===== src/rtl/bu_pkg.sv =====
// Shared types, widths and defaults for the bilinear upscaler.
package bu_pkg;

    localparam int MAX_COLS_DEF  = 64;
    localparam int MAX_ROWS_DEF  = 64;
    localparam int MAX_SCALE_DEF = 8;

    localparam int PIX_W     = 8;
    localparam int SCALE_W   = 4;
    localparam int DIM_W     = 7;
    localparam int DIM_CMP_W = 9;
    localparam int COORD_W   = 9;
    localparam int CFG_IDX_W = 3;

    localparam int MUL_X_W = 10;
    localparam int MUL_Y_W = 8;
    localparam int PROD_W  = 19;
    localparam int SUM_W   = 18;
    localparam int DIV_W   = 17;
    localparam int QBITS   = 8;

    localparam logic [SCALE_W-1:0] RST_SCALE = 4'd4;
    localparam logic [DIM_W-1:0]   RST_DIM   = 7'd16;

    typedef enum logic [CFG_IDX_W-1:0] {
        CFG_SCALE_X = 3'd0,
        CFG_SCALE_Y = 3'd1,
        CFG_IN_COLS = 3'd2,
        CFG_IN_ROWS = 3'd3
    } t_cfg_idx;

    typedef enum logic [3:0] {
        ST_IDLE,
        ST_FETCH,
        ST_MUL_A,
        ST_MUL_B,
        ST_MUL_C,
        ST_MUL_R,
        ST_MUL_K,
        ST_LOAD,
        ST_DIV,
        ST_OUT
    } t_state;

endpackage


===== src/rtl/bilinear_upscaler.sv =====
// Bilinear upscaler: line store, setup multiplier, shared restoring divider.
// A pixel that closes no cell stalls the input only through ST_FETCH. A pixel that closes a cell keeps
// the input stalled until all its results are out: 6 setup steps on the shared multiplier,
// then per result one load, 8 divider steps and one output step (more under stall).
// The first result of a cell is registered in its first output step.
// Synchronous active-low reset; registers return to 4, 4, 16, 16; line store not cleared.
module bilinear_upscaler #(
    parameter int MAX_COLS  = bu_pkg::MAX_COLS_DEF,
    parameter int MAX_ROWS  = bu_pkg::MAX_ROWS_DEF,
    parameter int MAX_SCALE = bu_pkg::MAX_SCALE_DEF
) (
    input  logic                         i_clk,
    input  logic                         i_rst_n,
    input  logic                         i_cfg_we,
    input  logic [bu_pkg::CFG_IDX_W-1:0] i_cfg_index,
    input  logic [bu_pkg::DIM_W-1:0]     i_cfg_data,
    input  logic                         i_valid,
    output logic                         o_stall,
    input  logic [bu_pkg::PIX_W-1:0]     i_pixel,
    input  logic                         i_frame_start,
    output logic                         o_valid,
    input  logic                         i_stall,
    output logic [bu_pkg::PIX_W-1:0]     o_value,
    output logic [bu_pkg::COORD_W-1:0]   o_out_row,
    output logic [bu_pkg::COORD_W-1:0]   o_out_col,
    output logic                         o_last_of_cell,
    output logic                         o_last_of_frame
);

    localparam int CW   = $clog2(MAX_COLS);
    localparam int RCW  = $clog2(MAX_ROWS);
    localparam int CLW  = $clog2(MAX_COLS + 1);
    localparam int RLW  = $clog2(MAX_ROWS + 1);
    localparam int DCW  = bu_pkg::DIM_CMP_W;
    localparam int SW   = bu_pkg::SCALE_W;
    localparam int SW1  = bu_pkg::SCALE_W + 1;
    localparam int XW   = bu_pkg::MUL_X_W;
    localparam int YW   = bu_pkg::MUL_Y_W;
    localparam int UW   = bu_pkg::SUM_W;
    localparam int DW   = bu_pkg::DIV_W;
    localparam int QW   = bu_pkg::QBITS;
    localparam int BW   = $clog2(bu_pkg::QBITS);
    localparam int PW   = bu_pkg::PIX_W;
    localparam int KW   = bu_pkg::COORD_W;

    bu_pkg::t_state r_state, n_state;

    logic [SW-1:0]              r_scale_x, r_scale_y;
    logic [bu_pkg::DIM_W-1:0]   r_in_cols, r_in_rows;

    logic [RCW-1:0]             r_row;
    logic [CW-1:0]              r_col;
    logic [PW-1:0]              r_above_left, r_left;
    logic                       r_ovalid;

    logic [PW-1:0]              r_line [MAX_COLS];
    logic [PW-1:0]              r_above;

    logic [PW-1:0]              r_pa, r_pc, r_pd;
    logic [RCW-1:0]             r_crow;
    logic [CW-1:0]              r_ccol;
    logic                       r_fend;
    logic                       r_has_cell;
    logic [YW-1:0]              r_s;
    logic signed [UW-1:0]       r_sum, r_rowsum, r_dlt, r_rho, r_ddl;
    logic [KW-1:0]              r_orow, r_ocol;
    logic [SW-1:0]              r_r, r_c;
    logic [DW-1:0]              r_rem, r_dsh;
    logic [QW-1:0]              r_q;
    logic [BW-1:0]              r_bit;

    logic [PW-1:0]              r_value;
    logic [KW-1:0]              r_out_row, r_out_col;
    logic                       r_last_cell, r_last_frame;

    logic [SW1-1:0]             sx_w, sy_w;
    logic [SW-1:0]              sx_c, sy_c;
    logic [DCW-1:0]             cols_w, rows_w;
    logic [CLW-1:0]             cols_c;
    logic [RLW-1:0]             rows_c;

    logic                       restart, accept, has_cell, at_end;
    logic [RCW-1:0]             eff_row, n_row;
    logic [CW-1:0]              eff_col, n_col;
    logic [CLW-1:0]             col_inc;
    logic [RLW-1:0]             row_inc;

    logic signed [XW-1:0]       mul_x;
    logic [YW-1:0]              mul_y;
    logic signed [bu_pkg::PROD_W-1:0] prod;
    logic signed [XW-1:0]       px_a, px_b, px_c, px_d;

    logic                       out_load;
    logic                       row_end, cell_last;
    logic signed [UW-1:0]       rowsum_next;

    // effective register values
    always_comb begin
        sx_w = {1'b0, r_scale_x};
        if (sx_w == '0) begin
            sx_w = SW1'(1);
        end else if (sx_w > SW1'(MAX_SCALE)) begin
            sx_w = SW1'(MAX_SCALE);
        end
        sy_w = {1'b0, r_scale_y};
        if (sy_w == '0) begin
            sy_w = SW1'(1);
        end else if (sy_w > SW1'(MAX_SCALE)) begin
            sy_w = SW1'(MAX_SCALE);
        end
        cols_w = DCW'(r_in_cols);
        if (cols_w < DCW'(2)) begin
            cols_w = DCW'(2);
        end else if (cols_w > DCW'(MAX_COLS)) begin
            cols_w = DCW'(MAX_COLS);
        end
        rows_w = DCW'(r_in_rows);
        if (rows_w < DCW'(2)) begin
            rows_w = DCW'(2);
        end else if (rows_w > DCW'(MAX_ROWS)) begin
            rows_w = DCW'(MAX_ROWS);
        end
        sx_c   = sx_w[SW-1:0];
        sy_c   = sy_w[SW-1:0];
        cols_c = CLW'(cols_w);
        rows_c = RLW'(rows_w);
    end

    // input position
    always_comb begin
        restart  = i_frame_start || (RLW'(r_row) >= rows_c) || (CLW'(r_col) >= cols_c);
        eff_row  = restart ? '0 : r_row;
        eff_col  = restart ? '0 : r_col;
        has_cell = (eff_row != '0) && (eff_col != '0);
        at_end   = (RLW'(eff_row) == rows_c - RLW'(1)) && (CLW'(eff_col) == cols_c - CLW'(1));
        col_inc  = CLW'(eff_col) + CLW'(1);
        row_inc  = RLW'(eff_row) + RLW'(1);
        if (col_inc >= cols_c) begin
            n_col = '0;
            n_row = (row_inc >= rows_c) ? '0 : RCW'(row_inc);
        end else begin
            n_col = CW'(col_inc);
            n_row = eff_row;
        end
    end

    assign px_a = XW'(r_pa);
    assign px_b = XW'(r_above);
    assign px_c = XW'(r_pc);
    assign px_d = XW'(r_pd);

    assign prod = mul_x * $signed({1'b0, mul_y});

    assign row_end     = (r_c == sx_c - SW'(1));
    assign cell_last   = row_end && (r_r == sy_c - SW'(1));
    assign rowsum_next = r_rowsum + r_rho;

    // next state
    always_comb begin
        n_state = r_state;
        case (r_state)
            bu_pkg::ST_IDLE:  if (accept) n_state = bu_pkg::ST_FETCH;
            bu_pkg::ST_FETCH: n_state = r_has_cell ? bu_pkg::ST_MUL_A : bu_pkg::ST_IDLE;
            bu_pkg::ST_MUL_A: n_state = bu_pkg::ST_MUL_B;
            bu_pkg::ST_MUL_B: n_state = bu_pkg::ST_MUL_C;
            bu_pkg::ST_MUL_C: n_state = bu_pkg::ST_MUL_R;
            bu_pkg::ST_MUL_R: n_state = bu_pkg::ST_MUL_K;
            bu_pkg::ST_MUL_K: n_state = bu_pkg::ST_LOAD;
            bu_pkg::ST_LOAD:  n_state = bu_pkg::ST_DIV;
            bu_pkg::ST_DIV:   if (r_bit == '0) n_state = bu_pkg::ST_OUT;
            bu_pkg::ST_OUT: begin
                if (out_load) begin
                    n_state = cell_last ? bu_pkg::ST_IDLE : bu_pkg::ST_LOAD;
                end
            end
            default:          n_state = bu_pkg::ST_IDLE;
        endcase
    end

    // state decode
    always_comb begin
        o_stall  = (r_state != bu_pkg::ST_IDLE);
        out_load = (r_state == bu_pkg::ST_OUT) && (!r_ovalid || !i_stall);
        mul_x    = '0;
        mul_y    = '0;
        case (r_state)
            bu_pkg::ST_FETCH: begin
                mul_x = XW'(sx_c);
                mul_y = YW'(sy_c);
            end
            bu_pkg::ST_MUL_A: begin
                mul_x = px_a;
                mul_y = r_s;
            end
            bu_pkg::ST_MUL_B: begin
                mul_x = px_b - px_a;
                mul_y = YW'(sy_c);
            end
            bu_pkg::ST_MUL_C: begin
                mul_x = px_c - px_a;
                mul_y = YW'(sx_c);
            end
            bu_pkg::ST_MUL_R: begin
                mul_x = XW'(r_crow) - XW'(1);
                mul_y = YW'(sy_c);
            end
            bu_pkg::ST_MUL_K: begin
                mul_x = XW'(r_ccol) - XW'(1);
                mul_y = YW'(sx_c);
            end
            default: begin
                mul_x = '0;
                mul_y = '0;
            end
        endcase
    end

    assign accept = i_valid && !o_stall;

    // control
    always_ff @(posedge i_clk) begin
        if (!i_rst_n) begin
            r_state      <= bu_pkg::ST_IDLE;
            r_scale_x    <= bu_pkg::RST_SCALE;
            r_scale_y    <= bu_pkg::RST_SCALE;
            r_in_cols    <= bu_pkg::RST_DIM;
            r_in_rows    <= bu_pkg::RST_DIM;
            r_row        <= '0;
            r_col        <= '0;
            r_above_left <= '0;
            r_left       <= '0;
            r_ovalid     <= 1'b0;
        end else begin
            r_state <= n_state;
            if (i_cfg_we) begin
                case (i_cfg_index)
                    bu_pkg::CFG_SCALE_X: r_scale_x <= i_cfg_data[SW-1:0];
                    bu_pkg::CFG_SCALE_Y: r_scale_y <= i_cfg_data[SW-1:0];
                    bu_pkg::CFG_IN_COLS: r_in_cols <= i_cfg_data;
                    bu_pkg::CFG_IN_ROWS: r_in_rows <= i_cfg_data;
                    default: ;
                endcase
            end
            if (accept) begin
                r_row  <= n_row;
                r_col  <= n_col;
                r_left <= i_pixel;
            end
            if (r_state == bu_pkg::ST_FETCH) begin
                r_above_left <= r_above;
            end
            if (out_load) begin
                r_ovalid <= 1'b1;
            end else if (!i_stall) begin
                r_ovalid <= 1'b0;
            end
        end
    end

    // line store, read-first
    always_ff @(posedge i_clk) begin
        if (accept) begin
            r_above        <= r_line[eff_col];
            r_line[eff_col] <= i_pixel;
        end
    end

    // datapath
    always_ff @(posedge i_clk) begin
        case (r_state)
            bu_pkg::ST_IDLE: begin
                if (accept) begin
                    r_pa       <= r_above_left;
                    r_pc       <= r_left;
                    r_pd       <= i_pixel;
                    r_crow     <= eff_row;
                    r_ccol     <= eff_col;
                    r_fend     <= at_end;
                    r_has_cell <= has_cell;
                end
            end
            bu_pkg::ST_FETCH: begin
                r_s <= YW'(prod);
                r_r <= '0;
                r_c <= '0;
            end
            bu_pkg::ST_MUL_A: begin
                r_sum    <= UW'(prod);
                r_rowsum <= UW'(prod);
                r_ddl    <= UW'((px_d - px_c) - (px_b - px_a));
            end
            bu_pkg::ST_MUL_B: r_dlt  <= UW'(prod);
            bu_pkg::ST_MUL_C: r_rho  <= UW'(prod);
            bu_pkg::ST_MUL_R: r_orow <= KW'(prod);
            bu_pkg::ST_MUL_K: r_ocol <= KW'(prod);
            bu_pkg::ST_LOAD: begin
                // numerator 2*sum + S, divisor 2*S aligned to the top quotient bit
                r_rem <= {r_sum[DW-2:0], 1'b0} + DW'(r_s);
                r_dsh <= DW'({r_s, {QW{1'b0}}});
                r_bit <= BW'(QW - 1);
            end
            bu_pkg::ST_DIV: begin
                if (r_rem >= r_dsh) begin
                    r_rem <= r_rem - r_dsh;
                    r_q   <= {r_q[QW-2:0], 1'b1};
                end else begin
                    r_q   <= {r_q[QW-2:0], 1'b0};
                end
                r_dsh <= r_dsh >> 1;
                r_bit <= r_bit - BW'(1);
            end
            bu_pkg::ST_OUT: begin
                if (out_load) begin
                    r_value      <= r_q;
                    r_out_row    <= r_orow + KW'(r_r);
                    r_out_col    <= r_ocol + KW'(r_c);
                    r_last_cell  <= cell_last;
                    r_last_frame <= cell_last && r_fend;
                    if (row_end) begin
                        r_c      <= '0;
                        r_r      <= r_r + SW'(1);
                        r_rowsum <= rowsum_next;
                        r_sum    <= rowsum_next;
                        r_dlt    <= r_dlt + r_ddl;
                    end else begin
                        r_c   <= r_c + SW'(1);
                        r_sum <= r_sum + r_dlt;
                    end
                end
            end
            default: ;
        endcase
    end

    assign o_valid         = r_ovalid;
    assign o_value         = r_value;
    assign o_out_row       = r_out_row;
    assign o_out_col       = r_out_col;
    assign o_last_of_cell  = r_last_cell;
    assign o_last_of_frame = r_last_frame;

endmodule

===== config.mk =====
export PLATFORM = sky130hd
export DESIGN_NAME = bilinear_upscaler
export DESIGN_NICKNAME = d
export VERILOG_FILES = /design/src/rtl/bu_pkg.sv /design/src/rtl/bilinear_upscaler.sv
export SDC_FILE = /design/constraint.sdc
export NUM_CORES = 1
export LEC_CHECK = 0
export BUFFER_PORTS_ARGS = -buffer_cell sky130_fd_sc_hd__buf_4
export CAP_MARGIN = 20
export CORE_AREA = 2 2 295 297
export DETAILED_ROUTE_END_ITERATION = 16
export DIE_AREA = 0 0 297 299
export SLEW_MARGIN = 20
export SYNTH_ARGS = -nofsm -noshare
export SYNTH_HDL_FRONTEND = slang
export SYNTH_SLANG_ARGS = --single-unit

===== constraint.sdc =====
create_clock -name i_clk -period 6.7 [get_ports i_clk]
set_input_delay 0.335 -clock i_clk [delete_from_list [all_inputs] [get_ports i_clk]]
set_output_delay 0.335 -clock i_clk [all_outputs]
set_load 0.005 [all_outputs]

==> Yosys cells after proc, flatten, opt, wreduce, memory -nomap -nowiden <==
Memory sizes are Yosys's and may differ from the RTL's. A register that Yosys moved wholly into a read port is not among the register bits.
Index checks and enable logic that the tools add are counted.
W data, S select, Z words.
{ "word_totals": {"ramBits": 512, "memories": 1, "in_bits": 24, "reg_bits": 290, "elab_cells": 178} }
{ "memory_table": {"columns": ["name", "words", "word_bits", "rd", "rd_ports_with_merged_regs", "wr", "line_no", "text"], "rows": [
  ["r_line", 64, 8, 1, 1, 1, "bilinear_upscaler.sv:56", "logic [PW-1:0] r_line [MAX_COLS];"]
]} }
{ "op_classes": {"reduce_logical": 39, "eq_ne": 22, "n_mux": 45, "addsub": 23, "n_mul": 1, "magnitude_cmp": 11} }
{ "ops": {"columns": ["op", "n"], "rows": [
  ["$mux W18", 6],
  ["$pmux W18 S2", 3],
  ["$pmux W17 S2", 2],
  ["$pmux W10 S6", 1],
  ["$add A18 B18 Y18", 3],
  ["$mux W4", 11],
  ["$pmux W4 S10", 1],
  ["$sub A8 B8 Y9", 4],
  ["$mux W6", 5],
  ["$mux W7", 4],
  ["$pmux W8 S3", 1],
  ["$add A9 B4 Y9", 2],
  ["$mul A10 B9 Y18", 1],
  ["$reduce_and A2 Y1", 9],
  ["$add A17 B8 Y17", 1],
  ["$ge A17 B17 Y1", 1],
  ["$mux W17", 1],
  ["$sub A17 B17 Y17", 1],
  ["$eq A4 B3 Y1 const B", 4],
  ["$pmux W4 S2", 2],
  ["$add A6 B1 Y7 const B", 2],
  ["$eq A6 B7 Y1", 2],
  ["$ge A6 B7 Y1", 2],
  ["$ge A7 B7 Y1", 2],
  ["32 further kinds", 70]
]} }

==> Longest topological paths before layout <==
{ "depth": {"word_depth": 11, "depth_mapped": 31, "depth_no_buf": 31} }

==> Worst setup path before layout <==
Ideal clock, no wire load.
{ "synth_path": {"path_kind": "flip-flop to flip-flop", "from": "register r_pa[1]", "to": "register r_sum[15], data pin", "setup_slack_ps": 407, "arrival_ps": 6036, "setup_time_ps": 256, "path_stages_with_launch": 31, "required_ps": 6444, "path_cell_list": "edfxtp_1 -> inv_1 -> ha_1 -> nor2b_1 -> o21ai_0 -> nand2b_1 -> a21o_1 -> a21o_1 -> xnor2_1 -> o22ai_1 -> a211oi_1 -> inv_1 -> nand2_1 -> fa_1 -> fa_1 -> inv_1 -> ha_1 -> inv_1 -> fa_1 -> inv_1 -> ha_1 -> a21o_1 -> a21oi_1 -> o21bai_1 -> or3_1 -> nand4_1 -> a31oi_1 -> xnor2_1 -> nor2_1 -> a21oi_1 -> a22o_1"} }
{ "synth_between": {"elab_chain_cells": 4} }
{ "synth_rtl": {"columns": ["item", "line_no", "text"], "rows": [
  ["from (decl)", "bilinear_upscaler.sv:59", "logic [PW-1:0] r_pa, r_pc, r_pd;"],
  ["from (signal assigned)", "bilinear_upscaler.sv:273", "r_pa <= r_above_left;"],
  ["$sub A8 B8 Y9, on equally long branches", "bilinear_upscaler.sv:200, bilinear_upscaler.sv:196", null],
  ["$pmux W10 S6 (*)", "bilinear_upscaler.sv:186", "case (r_state)"],
  ["$mul A10 B9 Y18 (*)", "bilinear_upscaler.sv:152", "assign prod = mul_x * $signed({1'b0, mul_y});"],
  ["via prod, one bit", "bilinear_upscaler.sv:90", "logic signed [bu_pkg::PROD_W-1:0] prod;"],
  ["$pmux W18 S2 (*)", "bilinear_upscaler.sv:270", "case (r_state)"],
  ["to (signal assigned)", "bilinear_upscaler.sv:288", "r_sum <= UW'(prod);"],
  ["to (signal assigned)", "bilinear_upscaler.sv:323", "r_sum <= rowsum_next;"],
  ["to (signal assigned)", "bilinear_upscaler.sv:327", "r_sum <= r_sum + r_dlt;"],
  ["to (decl)", "bilinear_upscaler.sv:65", "logic signed [UW-1:0] r_sum, r_rowsum, r_dlt, r_rho, r_ddl;"]
]} }
The timed path passes the listed nets; every way through them passes the cells marked *.
A chain may end at the register's enable or synchronous reset.

==> Worst setup path in the final report <==
{ "layout_path": {"from": "register r_pa[2]", "to": "register r_sum[15], data pin"} }
The elaborated chain is that of the path after synthesis.

==> impl_results.md <==
* CTS tree: built
* Final ANT Viol Nets at 0
* Final non-filler cell total at 4312
* Pwr per Cell Area at 256 nW/um^2
* WP buf/inv at 5
* Hold Crit Endpoint: r_state[3]
* Largest net degree at the start of global routing at 67
* Crit end category: flip-flop
* Antenna cells at 0
* DR DRC count at 0
* Wirelength per Cell at about 23 um
* Slew HR at around a third
* Element type at the critical path start: flip-flop
* Setup TNS after final layout at 0 ps
* Main combinational cell family by area after synthesis: compound AO/OA/AOI/OAI gates
* # placed instances at 4138
* Final hold viol count at 0
* Sequential share of the synthesized area at 60.7%
* Row Count at 108
* Worst setup path startpoint: r_pa[2]
* Root Buffer: clkbuf_16
* Synthesized area per cell at between 10 and 15 um^2
* CP delay by family, top: adder cells
* Mux share of post-synthesis cell area at roughly 2.9%
* Crit path arrival time at a little under 7000 ps
* Reg-to-Reg End: r_sum[15]
* 1st-iter DRT viols at a little over 2000
* Worst R2R Path Depth at 26
* Initial Utilization at roughly 45%
* Reg2reg start: r_pa[2]
* Latest clock arrival within the worst-skew pair at ~670 ps
* Hold depth at 2
* Post-DP HPWL at 66500 um
* Synth Area in Compound Gates at 11.7%
* Yosys warning count at 0
* Die area at roughly 90000 um^2
* Congestion Overflow GR at 0
* Netlist Area Pre-Place at 38300 um^2
* Worst hold margin at 51.8 ps
* Fmax achieved at 155 MHz
* Post-Route WL at roughly 100000 um
* Gpl congestion at 0.861
* Peak VDD IR at 0.000263 V
* Final setup viols at 0
* Die Y at between 200 and 300 um
* Most used cell, CP: a21o_1
* Vias post-DR at 24731
* Layout net count at 3359
* CTS clock-pin slew for the worst setup and hold paths at 60 ps
* H-tree depth at 3
* Yosys reg bits at 793
* Place WS at 49.0 ps
* Post-Syn Instances at 2965
* Clk sink count at 793
* WP depth at 26
* Maxcap violations at 0
* Adder-Cell Fraction of Synth Area at 9.32%
* Hold Crit Start: i_valid
* Ys async rst share at 0%
* Routed vias/inst at between 5 and 6
* Static leakage at 0.0157 uW
* Hold WC Path Type: in2reg
* Crit path kind: reg2reg
* Final worst slack at 242 ps
* CTS max path bufs at 3
* Area growth from synthesis to layout at 13.5%
* Outcome: completed
* Top FF cell, synth: edfxtp_1
* Synth Area in XOR/XNOR at 3.54%
* First drt pass iteration count at 6
* Fillers at between 7000 and 8000
* Number of flops mapped to enable cells by yosys at 738
* Cts bufs inserted at between 80 and 90
* Tmin final at 6460 ps
* Worst Skew at 46.5 ps
* Ratio of cells with drive above 1 in the final layout at 12.3%
* Initial antenna violation count at 1
* Synth Area in Simple Gates at 8.60%
* Global-route wire length before repair at 153000 um
* Critical Path Fanout Max at 4
* IO Pins at 54
* Core area at 85900 um^2
* Pins Over Slew Limit at 0
* Least-Margin Pin Slew at 1020 ps
* CP Data Required Time at approximately 7100 ps
* PortBufs at 53
* Die Wd at 297 um
* Distinct cells, synth at around 90
* Setup slack, reg-to-reg at 240 ps
* Final Cycle Share at 96.4%
* Crit-path slowest cell: fa_1
* Gr usage total at 22.4%
* CP peak stage delay at between 500 and 600 ps
* Vias in the first global route at 24935
## worst max-delay path by stage
stage / to / slack (ps)
detailed placement: r_sum[15] / 50
CTS: r_sum[15] / 40
floorplan: r_sum[15] / 410
finish: r_sum[15] / 240
global placement: r_dlt[14] / 160
global route: r_sum[15] / -80
## timing repair
action / 4_1_cts / 5_1_grt
endpoints found under the hold margin: 17 / 0
hold buffers: 7 / 0
resized for setup: 0 / 38
buffers inserted: 0 / 12
endpoints found under the setup margin: 0 / 17
## sequential cells by signal, summed over array words and instances (netlist names), 7 cells and up
register,flops
r_rho,16
r_left,8
r_in_rows,7
r_dlt,16
o_value,8
r_pd,8
o_out_row,9
r_sum,16
r_q,8
r_ocol,9
r_pc,8
r_pa,8
r_rem,17
r_dsh,16
r_s,8
r_in_cols,7
r_above,8
r_ddl,10
o_out_col,9
r_above_left,8
r_orow,9
r_line,512
r_rowsum,16
## cells in the final DEF, fill, tap and decap left out, types with 79 or more instances in the layout
cell,n
edfxtp_1,738
nand2_1,234
nor2_1,229
inv_1,198
ha_1,172
buf_4,137
a22oi_1,111
o21ai_0,102
clkbuf_16,86
xnor2_1,83
a21oi_1,79
## per-layer routing
metal / track usage, % / vias to the layer above / routed length [um]
li1: - / 11305 / -
met1: 28.4 / 12341 / 40400
met2: 39.3 / 909 / 50400
met3: 3.22 / 174 / 6150
met4: 7.65 / 2 / 3110
met5: 0 / - / 13
## worst register-to-register path: stages (launching register included)
cell and delay, ps:
edfxtp_1 400, inv_1 100, ha_1 260, nor2b_1 140
o21ai_0 160, nand2b_1 110, a21o_1 190, a21o_1 190
a21o_1 180, a21o_1 190, o211ai_1 370, nand2_2 160
inv_2 120, fa_2 520, buf_4 180, fa_1 580
inv_1 80, fa_1 510, fa_1 540, inv_1 40
ha_1 340, a21oi_2 80, a31oi_2 230, xnor2_2 120
nor2_1 120, a21oi_1 60, a22o_1 230
## synth_stat cells (5+ instances only)
master	instances	share of area, %
nand2b_1	28	0.46
nor2_1	232	2.3
ha_1	180	5.9
mux4_2	10	0.59
a22oi_1	111	2.2
nor3b_1	5	0.098
nand4_1	9	0.15
a21o_1	48	0.94
o211ai_1	9	0.18
nor2b_1	48	0.78
o21a_1	8	0.16
o21ai_0	107	1.4
nand3_1	51	0.67
a21boi_0	35	0.69
o21bai_1	12	0.24
a211oi_1	10	0.20
fa_1	66	3.4
and2_1	10	0.16
o31ai_1	5	0.098
or3_1	7	0.11
a22o_1	16	0.37
a21oi_1	84	1.1
nor4_1	12	0.20
buf_2	27	0.35
a222oi_1	38	0.99
mux2i_1	47	1.2
clkbuf_1	69	0.68
and3_1	15	0.24
or2_2	7	0.11
nor3_1	37	0.48
a221oi_1	20	0.46
nand3b_1	7	0.14
inv_1	203	2.0
xnor2_1	87	2.0
mux2_2	36	1.1
nand2_1	235	2.3
xor2_1	68	1.6
o22ai_1	16	0.26
buf_1	11	0.11
edfxtp_1	738	58
a31oi_1	66	1.1
dfxtp_1	55	2.9
## cell type report
class	instances	area, um^2	share of cell area, %
clock buffer	98	2210	5.07
inverter	207	777	1.79
timing repair buffer	146	1140	2.62
sequential	793	23300	53.5
tap	1155	1450	3.32
clock inverter	57	599	1.38
multi-input combinational	1856	14100	32.4
## power breakdown
part / leakage (uW) / switching (uW) / internal (uW) / total, uW
Combinational: 0.00718 / 570 / 353 / 923
Clock: 0.00136 / 2020 / 2670 / 4680
Sequential: 0.00718 / 45.3 / 5490 / 5530
Total: 0.0157 / 2630 / 8510 / 11100
## metrics by stage
| stage | util (%) | total power, uW | instance area (um^2) |
|---|---|---|---|
| after floorplan | - | 6200 | 38300 |
| after global placement | 46.9 | 6500 | 40300 |
| after detailed placement | 47.0 | 6520 | 40400 |
| after CTS | 50.3 | 11200 | 43200 |
| after global routing | 50.6 | 11500 | 43500 |
| final | 50.6 | 11100 | 43500 |
## kinds of logic (layout without fill, tap and decap cells)
logic type	count (synthesis)	after routing
compound gates	638	638
xor+xnor	155	155
simple gates	720	720
fa+ha+maj	246	246
buf+inv	318	508
mux	93	93
flops	793	793
other cells	2	4
No activity file was read; power rests on OpenSTA's default activity.
